`src/hdl/iouta_pkg.sv`:
```
// Shared types and codes for the IoU detection-to-track associator.
`default_nettype none
package iouta_pkg;

    typedef logic [2:0] status_t;

    localparam status_t ST_MATCHED = 3'd0;
    localparam status_t ST_NEW     = 3'd1;
    localparam status_t ST_SMALL   = 3'd2;
    localparam status_t ST_COUNT   = 3'd3;
    localparam status_t ST_FULL    = 3'd4;

    typedef logic [2:0] cfg_index_t;

    localparam cfg_index_t CFG_MIN_IOU    = 3'd0;
    localparam cfg_index_t CFG_MAX_RATIO  = 3'd1;
    localparam cfg_index_t CFG_MAX_AGE    = 3'd2;
    localparam cfg_index_t CFG_MIN_SIDE   = 3'd3;
    localparam cfg_index_t CFG_MAX_BOXES  = 3'd4;

    localparam int ID_BITS   = 31;
    localparam int TIME_BITS = 32;

    typedef enum logic [2:0] {
        S_IDLE,
        S_PRUNE,
        S_CHECK,
        S_SCAN,
        S_DECIDE,
        S_OUTW
    } state_t;

    // Per-cell control strobes.
    typedef struct packed {
        logic shift;
        logic prune;
        logic write;
    } cell_ctl_t;

    // Outcome flags of one table scan.
    typedef struct packed {
        logic found;
        logic free_found;
    } scan_res_t;

endpackage
`default_nettype wire

```
`src/hdl/iouta_cell.sv`:
```
// One track slot of the rotating slot ring.
`default_nettype none
module iouta_cell
    import iouta_pkg::*;
#(
    parameter int CB = 13
)
(
    input  wire logic                 clk,
    input  wire logic                 rst_n,
    input  wire cell_ctl_t            ctl,
    input  wire logic [TIME_BITS-1:0] now,
    input  wire logic [13:0]          max_age,
    input  wire logic                 nb_valid,
    input  wire logic [CB-1:0]        nb_x,
    input  wire logic [CB-1:0]        nb_y,
    input  wire logic [CB-1:0]        nb_w,
    input  wire logic [CB-1:0]        nb_h,
    input  wire logic [TIME_BITS-1:0] nb_last,
    input  wire logic [ID_BITS-1:0]   nb_id,
    input  wire logic [CB-1:0]        wr_x,
    input  wire logic [CB-1:0]        wr_y,
    input  wire logic [CB-1:0]        wr_w,
    input  wire logic [CB-1:0]        wr_h,
    input  wire logic [ID_BITS-1:0]   wr_id,
    output logic                      valid,
    output logic [CB-1:0]             x,
    output logic [CB-1:0]             y,
    output logic [CB-1:0]             w,
    output logic [CB-1:0]             h,
    output logic [TIME_BITS-1:0]      last,
    output logic [ID_BITS-1:0]        id
);

    logic                 valid_reg;
    logic [CB-1:0]        x_reg;
    logic [CB-1:0]        y_reg;
    logic [CB-1:0]        w_reg;
    logic [CB-1:0]        h_reg;
    logic [TIME_BITS-1:0] last_reg;
    logic [ID_BITS-1:0]   id_reg;
    logic [TIME_BITS-1:0] age;
    logic                 stale;

    // A timestamp that went backwards never makes a track stale.
    assign age   = now - last_reg;
    assign stale = (now > last_reg) && (age > {{(TIME_BITS-14){1'b0}}, max_age});

    always_ff @(posedge clk or negedge rst_n)
    begin
        if (!rst_n)
        begin
            valid_reg <= 1'b0;
        end
        else if (ctl.write)
        begin
            valid_reg <= 1'b1;
        end
        else if (ctl.shift)
        begin
            valid_reg <= nb_valid;
        end
        else if (ctl.prune && stale)
        begin
            valid_reg <= 1'b0;
        end
    end

    always_ff @(posedge clk)
    begin
        if (ctl.write)
        begin
            x_reg    <= wr_x;
            y_reg    <= wr_y;
            w_reg    <= wr_w;
            h_reg    <= wr_h;
            last_reg <= now;
            id_reg   <= wr_id;
        end
        else if (ctl.shift)
        begin
            x_reg    <= nb_x;
            y_reg    <= nb_y;
            w_reg    <= nb_w;
            h_reg    <= nb_h;
            last_reg <= nb_last;
            id_reg   <= nb_id;
        end
    end

    assign valid = valid_reg;
    assign x     = x_reg;
    assign y     = y_reg;
    assign w     = w_reg;
    assign h     = h_reg;
    assign last  = last_reg;
    assign id    = id_reg;

endmodule
`default_nettype wire

```
`config.mk`:
```
export PLATFORM = sky130hd
export DESIGN_NAME = iouta_cell
export DESIGN_NICKNAME = d
export VERILOG_FILES = /design/src/hdl/iouta_pkg.sv /design/src/hdl/iouta_cell.sv
export SDC_FILE = /design/constraint.sdc
export NUM_CORES = 1
export LEC_CHECK = 0
export ABC_AREA = 0
export BUFFER_PORTS_ARGS = -buffer_cell sky130_fd_sc_hd__buf_2
export CORE_AREA = 10 10 138 140
export CTS_BUF_LIST = sky130_fd_sc_hd__clkbuf_8
export CTS_CLUSTER_SIZE = 16
export DETAILED_ROUTE_END_ITERATION = 7
export DIE_AREA = 0 0 148 150
export PLACE_DENSITY = 0.78
export SYNTH_ARGS = -nofsm -noshare
export SYNTH_HDL_FRONTEND = slang
export SYNTH_SLANG_ARGS = --single-unit
```
`constraint.sdc`:
```
create_clock -name clk -period 4.07 [get_ports clk]
set_clock_uncertainty 0.1 [all_clocks]
set_input_delay 0.6105 -clock clk [delete_from_list [all_inputs] [get_ports clk]]
set_output_delay 0.6105 -clock clk [all_outputs]
set_load 0.05 [all_outputs]
```
==> results.sh, run 1 <==
export IMPL_cts_sinks=116
export IMPL_die_y_microns=150
export IMPL_dieArea_sq_mm=0.0222
export IMPL_grt_pass1_wl_microns=38100
export IMPL_leakagePower_nw=4.52
export IMPL_cp_required_ps=4320
export IMPL_max_freq_mhz=268
export IMPL_numPortBuffers=365
export IMPL_synth_cell_types=56
export IMPL_place_congestion=0.897
export IMPL_grt_max_degree=65
export IMPL_tightest_slew_ps=824
export IMPL_ant_nets=0
export IMPL_row_count=47
export IMPL_post_drt_wl_per_cell_microns=21.8
export IMPL_clk_path_buf_depth=2
export IMPL_ys_warn_count=0
export IMPL_cts_tree="built"
export IMPL_syn2layout_area_growth_pct=34.9
export IMPL_fillers=1371
export IMPL_crit_buf_inv=1
export IMPL_synth_avg_cell_area_sq_um=11.9
export IMPL_postCtsSetupRepairBufs=0
export IMPL_synthCells=608
export IMPL_grt_pass1_vias=6573
export IMPL_vias=6434
export IMPL_r2r_setup_slack_ps=330
export IMPL_r2r_end="valid"
export IMPL_start_kind="flop"
export IMPL_grt_usage=0.225
export IMPL_clockRootBuffer="clkbuf_8"
export IMPL_numCtsBuffers=17
export IMPL_grt_overflow=0
export IMPL_timing_slew_headroom=0.451
export IMPL_final_cell_count_no_fill=1212
export IMPL_r2r_start="last[3]"
export IMPL_status="completed"
export IMPL_hpwl_microns=21600
export IMPL_crit_family="compound AO/OA/AOI/OAI gates"
export IMPL_first_pass_iters=5
export IMPL_synth_area_sq_mm=0.00723
export IMPL_start_util=0.442
export IMPL_path_clk_slew_ps=70
export IMPL_cp_depth=16
export IMPL_wl_microns=26400
export IMPL_clock_latency_ps=440
export IMPL_dp_cells=1175
export IMPL_path_cells="inv_1 -> ha_1 -> a21o_1 -> a21oi_1 -> a21oi_1 -> a211o_1 -> a21oi_1 -> xnor2_1 -> ha_1 -> nand4_1 -> or4_1 -> o221ai_1 -> o2111ai_1 -> nor3_1 -> o2111ai_1 -> o31ai_2"
export IMPL_seq_area_frac_synth=0.481
export IMPL_finalCritPeriodShare=0.918
export IMPL_via_per_inst=5.31
export IMPL_finalSetupViolCount=0
export IMPL_critPathLaunch="last[3]"
export IMPL_cp_end_kind="flop"
export IMPL_drc=0
export IMPL_largest_reg_flops=32
export IMPL_reg2reg_depth=16
export IMPL_ys_ff_latch=116
export IMPL_hold_slack_ps=347
export IMPL_ioPinCount=366
export IMPL_die_x_microns=148
export IMPL_crit_path_max_fanout=3
export IMPL_synth_edf_count=115
export IMPL_slowest_stage="or4_1"
export IMPL_synth_flop_cell="edfxtp_1"
export IMPL_synth_nets=905
export IMPL_nets=1272
export IMPL_power_density_mw_per_mm2=433
export IMPL_drive_above_1_share=0.534
export IMPL_drv_cap=0
export IMPL_async_flop_share=0.00862
export IMPL_dr_first_iter_drc_count=395
export IMPL_critPathKind="flop to flop"
export IMPL_cp_endpoint="valid"
export IMPL_hold_class="input port to flop"
export IMPL_h_tree_depth=4
export IMPL_cp_common_cell="a21oi_1"
export IMPL_slew_viol_final=0
export IMPL_crit_arrival_ps=3980
export IMPL_ir_drop_mv=0.236
export IMPL_coreArea_sq_mm=0.0163
export IMPL_finalHoldViolations=0
export IMPL_fin_crit_ps=3740
export IMPL_rsz0062_at_grt="false"
export IMPL_max_stage_delay_ps=550
export IMPL_antenna_found_initial=6
how the worst min path moves through the flow:
| stage | from | endpoint | cells past startpoint |
|---|---|---|---|
| after global placement | rst_n | valid | 1 |
| final | nb_valid | valid | 3 |
| after global routing | nb_valid | valid | 3 |
| after floorplan | rst_n | valid | 0 |
| after detailed placement | rst_n | valid | 1 |
| after CTS | nb_valid | valid | 3 |
kinds of logic after synthesis:
logic type | count (synthesis) | share of synthesized area
compound gates | 124 | 0.115
mux | 117 | 0.182
flops | 116 | 0.481
simple gates | 100 | 0.0706
buf+inv | 83 | 0.0436
fa+ha+maj | 47 | 0.0823
xor+xnor | 21 | 0.0254
final cells by class:
type	count	area, sq um	area share
clock buffer	17	234	0.0240
inverter	58	218	0.0223
tap	220	275	0.0282
antenna	5	12.5	0.00128
multi-input combinational	409	3450	0.353
sequential	116	3480	0.357
timing repair buffer	373	1900	0.195
clock inverter	14	186	0.0191
worst reg2reg max path, stage by stage (launching register included):
cell and delay [ps]:
edfxtp_1 380, inv_1 60, ha_1 230, a21o_1 170, a21oi_1 280, a21oi_1 150, a211o_1 280, a21oi_1 170
xnor2_1 80, ha_1 290, nand4_1 130, or4_1 550, o221ai_1 110, o2111ai_1 140, nor3_1 150, o2111ai_1 160
o31ai_2 220
layer usage:
metal  GRT usage  share of wire
met3      0.0942          0.099
met4      0.0634          0.017
met2       0.413           0.54
met5           0         0.0013
met1       0.230           0.35
per-stage QoR:
stage          TNS (ps)   util  power (mW)  cell area (sq um)  worst slack (ps)
5_1_grt               0  0.596        4.41               9750              24.2
3_3_place_gp          0  0.569        3.04               9310              4.58
6_report              0  0.597        4.22               9750               333
3_5_place_dp       -106  0.569        3.06               9310              -106
2_1_floorplan         0      -        2.63               7230               323
4_1_cts               0  0.596        4.23               9740               251
power by group:
group          internal (mW)  switching (mW)
registers               1.46          0.0394
clock network          0.661           0.519
logic                  0.517            1.02
total                   2.64            1.58
synthesized netlist by cell type, types with 6 or more instances:
cell	instances	share of area
nor2_1	20	0.010
o21ai_1	7	0.0048
clkbuf_1	22	0.011
mux2_2	115	0.18
ha_1	46	0.080
a21o_1	10	0.010
nand4_1	13	0.011
o21ai_0	20	0.014
nand3_1	8	0.0055
a211o_1	6	0.0073
xor2_1	10	0.012
a21oi_1	35	0.024
edfxtp_1	115	0.48
xnor2_1	11	0.013
nand2_1	30	0.016
nor2b_1	7	0.0061
a211oi_1	7	0.0073
inv_1	58	0.030
o21a_1	6	0.0062
cell usage in the layout, fill, tap and decap left out, types with 17 or more instances in the layout:
cell and count:
ha_1 46, inv_1 59, o21ai_0 20, clkbuf_8 17, mux2_2 115, nor2_1 20, edfxtp_1 115, nand2_1 30
a21oi_1 34, buf_2 364
repair_timing:
item / in CTS / in global routing
hold buffers: 1 / 0
gates resized for setup: 0 / 1
hold endpoints to repair: 1 / 0
endpoints found under the setup margin: 0 / 1
Note: power is estimated with default switching activity, not from simulation.
==> run 2: changes to the inputs <==
Settings changed: CORE_AREA 10 10 138 140 to 10 10 155 157, DIE_AREA 0 0 148 150 to 0 0 165 167, PLACE_DENSITY 0.78 to default.
==> results.sh, run 2 (synthesized netlist as in run 1, its figures left out) <==
export IMPL_status="completed"
export IMPL_r2r_start="last[0]"
export IMPL_postCtsSetupRepairBufs=0
export IMPL_wl_microns=26500
export IMPL_syn2layout_area_growth_pct=35.9
export IMPL_fillers=1973
export IMPL_finalSetupViolCount=0
export IMPL_dp_slack_ps=-35.8
export IMPL_h_tree_depth=4
export IMPL_via_per_inst=4.88
export IMPL_drc=0
export IMPL_timing_slew_headroom=0.506
export IMPL_grt_usage=0.186
export IMPL_finalCritPeriodShare=0.898
export IMPL_first_pass_iters=5
export IMPL_slew_viol_final=0
export IMPL_dp_cells=1234
export IMPL_tightest_slew_ps=731
export IMPL_fin_crit_ps=3660
export IMPL_min_to="valid"
export IMPL_critPathKind="flop to flop"
export IMPL_holdPathStages=3
export IMPL_numPortBuffers=365
export IMPL_nets=1276
export IMPL_numCtsBuffers=17
export IMPL_hold_class="input port to flop"
export IMPL_dieArea_sq_mm=0.0276
export IMPL_cp_required_ps=4320
export IMPL_finalPower_mw=4.11
export IMPL_multi_input_area_sq_mm=0.00345
export IMPL_vias=6201
export IMPL_power_density_mw_per_mm2=418
export IMPL_path_clk_slew_ps=80
export IMPL_crit_arrival_ps=3910
export IMPL_cts_sinks=116
export IMPL_cts_tree="built"
export IMPL_place_congestion=0.887
export IMPL_start_util=0.347
export IMPL_hold_slack_ps=330
export IMPL_ioPinCount=366
export IMPL_coreArea_sq_mm=0.0208
export IMPL_ant_nets=0
export IMPL_finalHoldViolations=0
export IMPL_grt_pass1_wl_microns=38700
export IMPL_grt_pass1_vias=6481
export IMPL_clk_path_buf_depth=2
export IMPL_rsz0062_at_grt="false"
export IMPL_largest_reg_flops=32
export IMPL_die_x_microns=165
export IMPL_hpwl_microns=22100
export IMPL_clockRootBuffer="clkbuf_8"
export IMPL_final_cell_count_no_fill=1272
export IMPL_leakagePower_nw=4.52
export IMPL_final_setup_tns_ps=0
export IMPL_r2r_end="valid"
export IMPL_reg2reg_depth=15
export IMPL_cp_end_kind="flop"
export IMPL_ir_drop_mv=0.257
export IMPL_final_cell_mix="364 x buf_2, 115 x mux2_2, 115 x edfxtp_1, 58 x inv_1, 46 x ha_1"
export IMPL_r2r_setup_slack_ps=410
export IMPL_die_y_microns=167
export IMPL_max_freq_mhz=273
export IMPL_clock_latency_ps=440
export IMPL_final_common_cell="buf_2"
export IMPL_dr_first_iter_drc_count=299
export IMPL_crit_path_max_fanout=3
export IMPL_antenna_found_initial=12
export IMPL_drive_above_1_share=0.539
export IMPL_hp_start="nb_valid"
export IMPL_fin_ws_ps=413
export IMPL_row_count=53
export IMPL_grt_overflow=0
export IMPL_post_drt_wl_per_cell_microns=20.8
export IMPL_drv_cap=0
export IMPL_start_kind="flop"
export IMPL_final_seq_area_sq_mm=0.00348
export IMPL_grt_max_degree=105
## run 2: final cells by class
class                   count  area share
multi-input cells         409       0.351
flip-flops and latches    116       0.354
clock buffers              17      0.0238
clock inverters            14      0.0144
inverters                  58      0.0222
repair buffers            377       0.198
well taps                 275      0.0350
diodes                      6     0.00153
## run 2: timing repair
| action | 4_1_cts | 5_1_grt |
|---|---|---|
| setup endpoints to repair | 0 | 1 |
| hold endpoints to repair | 1 | 0 |
| resized for setup | 0 | 2 |
| hold buffers | 1 | 0 |
## run 2: per-layer routing
| layer | GRT usage | up-vias | part of all wire |
|---|---|---|---|
| li1 | - | 3039 | - |
| met2 | 0.336 | 250 | 0.54 |
| met1 | 0.182 | 2859 | 0.34 |
| met3 | 0.0856 | 41 | 0.11 |
| met4 | 0.0586 | 12 | 0.019 |
| met5 | 0 | - | 0.0031 |
## run 2: how the worst max path moves through the flow
stage	startpoint	endpoint	slack [ps]	cells past startpoint
after floorplan	last[3]	valid	320	16
after global placement	now[3]	valid	60	16
after detailed placement	now[3]	valid	-40	16
after CTS	last[3]	valid	290	16
after global routing	last[7]	valid	60	15
final	last[0]	valid	410	15
## run 2: report_power, final
part / internal (mW) / switching (mW) / total (mW)
Sequential: 1.46 / 0.0406 / 1.51
Clock: 0.498 / 0.553 / 1.05
Combinational: 0.525 / 1.03 / 1.55
Total: 2.49 / 1.62 / 4.11
## run 2: critical path: stages (launching register included)
cell and delay, ps:
edfxtp_1 400, ha_1 230, fa_1 390, nand2b_1 190
a21oi_2 210, nor2_1 100, o21ai_0 190, xor2_1 100
ha_1 280, nand4_1 110, or4_1 530, o221ai_1 110
o2111ai_1 150, nor3_1 150, o2111ai_1 150, o31ai_2 200
## run 2: per-stage QoR
stage	instance area [sq um]	util
6_report	9830	0.472
3_5_place_dp	9420	0.452
3_3_place_gp	9420	0.452
2_1_floorplan	7230	-
5_1_grt	9820	0.472
4_1_cts	9800	0.471
==> run 3: changes to the inputs <==
Settings changed: CTS_CLUSTER_DIAMETER from default to 50, GPL_ROUTABILITY_DRIVEN from default to 0.
Clock period 4.07 ns to 4.5 ns, I/O delays scaled along.
==> results.sh, run 3 (synthesized netlist as in run 1, its figures left out) <==
export IMPL_status="completed"
export IMPL_start_kind="flop"
export IMPL_critPathKind="flop to flop"
export IMPL_dieArea_sq_mm=0.0276
export IMPL_numCtsBuffers=17
export IMPL_largest_reg_flops=32
export IMPL_r2r_end="valid"
export IMPL_power_density_mw_per_mm2=381
export IMPL_grt_pass1_wl_microns=38900
export IMPL_numPortBuffers=365
export IMPL_nets=1270
export IMPL_clkPwrFrac=0.262
export IMPL_grt_pass1_vias=6639
export IMPL_cp_required_ps=4750
export IMPL_drv_cap=0
export IMPL_h_tree_depth=4
export IMPL_holdBufCountCts=1
export IMPL_path_clk_slew_ps=80
export IMPL_grt_max_degree=48
export IMPL_cts_sinks=116
export IMPL_leakagePower_nw=4.49
export IMPL_finalSetupViolCount=0
export IMPL_dr_first_iter_drc_count=337
export IMPL_ctsResizeCount=0
export IMPL_r2r_setup_slack_ps=650
export IMPL_path_cells="inv_1 -> ha_1 -> a21o_1 -> a21oi_1 -> a21oi_1 -> a211o_1 -> a21oi_1 -> xnor2_1 -> ha_1 -> nand4_1 -> or4_1 -> o221ai_1 -> o2111ai_1 -> nor3_1 -> o2111ai_1 -> o31ai_2"
export IMPL_tightest_slew_ps=684
export IMPL_clk_path_buf_depth=2
export IMPL_final_setup_tns_ps=0
export IMPL_wl_microns=26600
export IMPL_start_util=0.347
export IMPL_ant_nets=0
export IMPL_die_x_microns=165
export IMPL_holdPathStages=3
export IMPL_hold_class="input port to flop"
export IMPL_clockRootBuffer="clkbuf_8"
export IMPL_final_cell_mix="364 x buf_2, 115 x mux2_2, 115 x edfxtp_1, 58 x inv_1, 46 x ha_1"
export IMPL_hpwl_microns=22000
export IMPL_max_stage_delay_ps=550
export IMPL_comb_power_share=0.372
export IMPL_fin_crit_ps=3850
export IMPL_coreArea_sq_mm=0.0208
export IMPL_timing_slew_headroom=0.538
export IMPL_die_y_microns=167
export IMPL_r2r_start="last[3]"
export IMPL_cp_end_kind="flop"
export IMPL_antenna_found_initial=13
export IMPL_hp_start="nb_valid"
export IMPL_power_frac_seq=0.366
export IMPL_max_freq_mhz=259
export IMPL_drc=0
export IMPL_finalHoldViolations=0
export IMPL_cp_common_cell="a21oi_1"
export IMPL_slowest_stage="or4_1"
export IMPL_min_to="valid"
export IMPL_crit_path_max_fanout=5
export IMPL_row_count=53
export IMPL_net_switching_power_mw=1.48
export IMPL_grt_usage=0.188
export IMPL_drive_above_1_share=0.533
export IMPL_rsz0062_at_grt="false"
export IMPL_grt_overflow=0
export IMPL_finalPower_mw=3.72
export IMPL_finalCritPeriodShare=0.857
export IMPL_slew_viol_final=0
export IMPL_final_common_cell="buf_2"
export IMPL_reg2reg_depth=16
export IMPL_sw_frac_of_total=0.399
export IMPL_internal_power_mw=2.24
export IMPL_ioPinCount=366
export IMPL_syn2layout_area_growth_pct=35.0
export IMPL_first_pass_iters=4
export IMPL_crit_arrival_ps=4100
export IMPL_ir_drop_mv=0.179
export IMPL_vias=6183
export IMPL_via_per_inst=4.88
export IMPL_hold_slack_ps=403
export IMPL_postCtsSetupRepairBufs=0
export IMPL_clock_latency_ps=440
export IMPL_cts_tree="built"
export IMPL_post_drt_wl_per_cell_microns=21.0
==> run 3: cell types whose count changed in the layout (fill, tap and decap cells not counted) <==
| cell | change |
|---|---|
| buf_4 | -5 |
| buf_12 | -1 |
| clkinv_4 | +1 |
| inv_6 | -1 |
| a21oi_2 | -2 |
| a21oi_1 | +2 |
| clkinv_1 | +1 |
==> run 3: power groups by stage <==
stage	Sequential [mW]	Clock [mW]	Combinational, mW
finish	1.36	0.976	1.38
global route	1.38	1.05	1.49
CTS	1.36	1.00	1.39
detailed placement	1.38	0	1.39
global placement	1.38	0	1.38
floorplan	1.81	0	0.564
==> run 3: cell type report <==
cell class	count	area, sq um
fill	2032	11100
clock buffer	17	234
clock inverter	15	145
multi-input combinational	409	3440
antenna	6	15.0
sequential	116	3480
timing repair buffer	371	1890
inverter	58	218
tap	275	344
==> run 3: worst max-delay path: cells and delay by family, from the launching register on <==
kind | cells | cell delay (ps)
and+or+nand+nor | 3 | 860
buffers and inverters | 1 | 50
xor gates and xnor gates | 1 | 80
adders and majority gates | 2 | 630
AOI/OAI and AO/OA | 9 | 1710
DFF | 1 | 350
==> run 3: routing by layer <==
| metal | track usage | vias to the layer above | part of all wire |
|---|---|---|---|
| li1 | - | 3033 | - |
| met1 | 0.185 | 2876 | 0.34 |
| met2 | 0.336 | 226 | 0.53 |
| met3 | 0.0915 | 34 | 0.11 |
| met4 | 0.0562 | 14 | 0.014 |
| met5 | 0 | - | 0.0037 |
==> run 3: through the flow <==
stage	util	std cells	setup slack, ps	cell area, sq um
2_1_floorplan	-	608	753	7230
3_3_place_gp	0.450	1228	322	9360
3_5_place_dp	0.450	1228	241	9360
4_1_cts	0.468	1261	616	9750
5_1_grt	0.469	1265	347	9760
6_report	0.469	1267	645	9770
==> run 3: worst max-delay path by stage <==
stage	startpoint	end	depth (start not counted)
5_1_grt	last[3]	valid	16
3_5_place_dp	now[3]	valid	16
3_3_place_gp	now[3]	valid	16
2_1_floorplan	last[3]	valid	16
4_1_cts	last[3]	valid	16
6_report	last[3]	valid	16
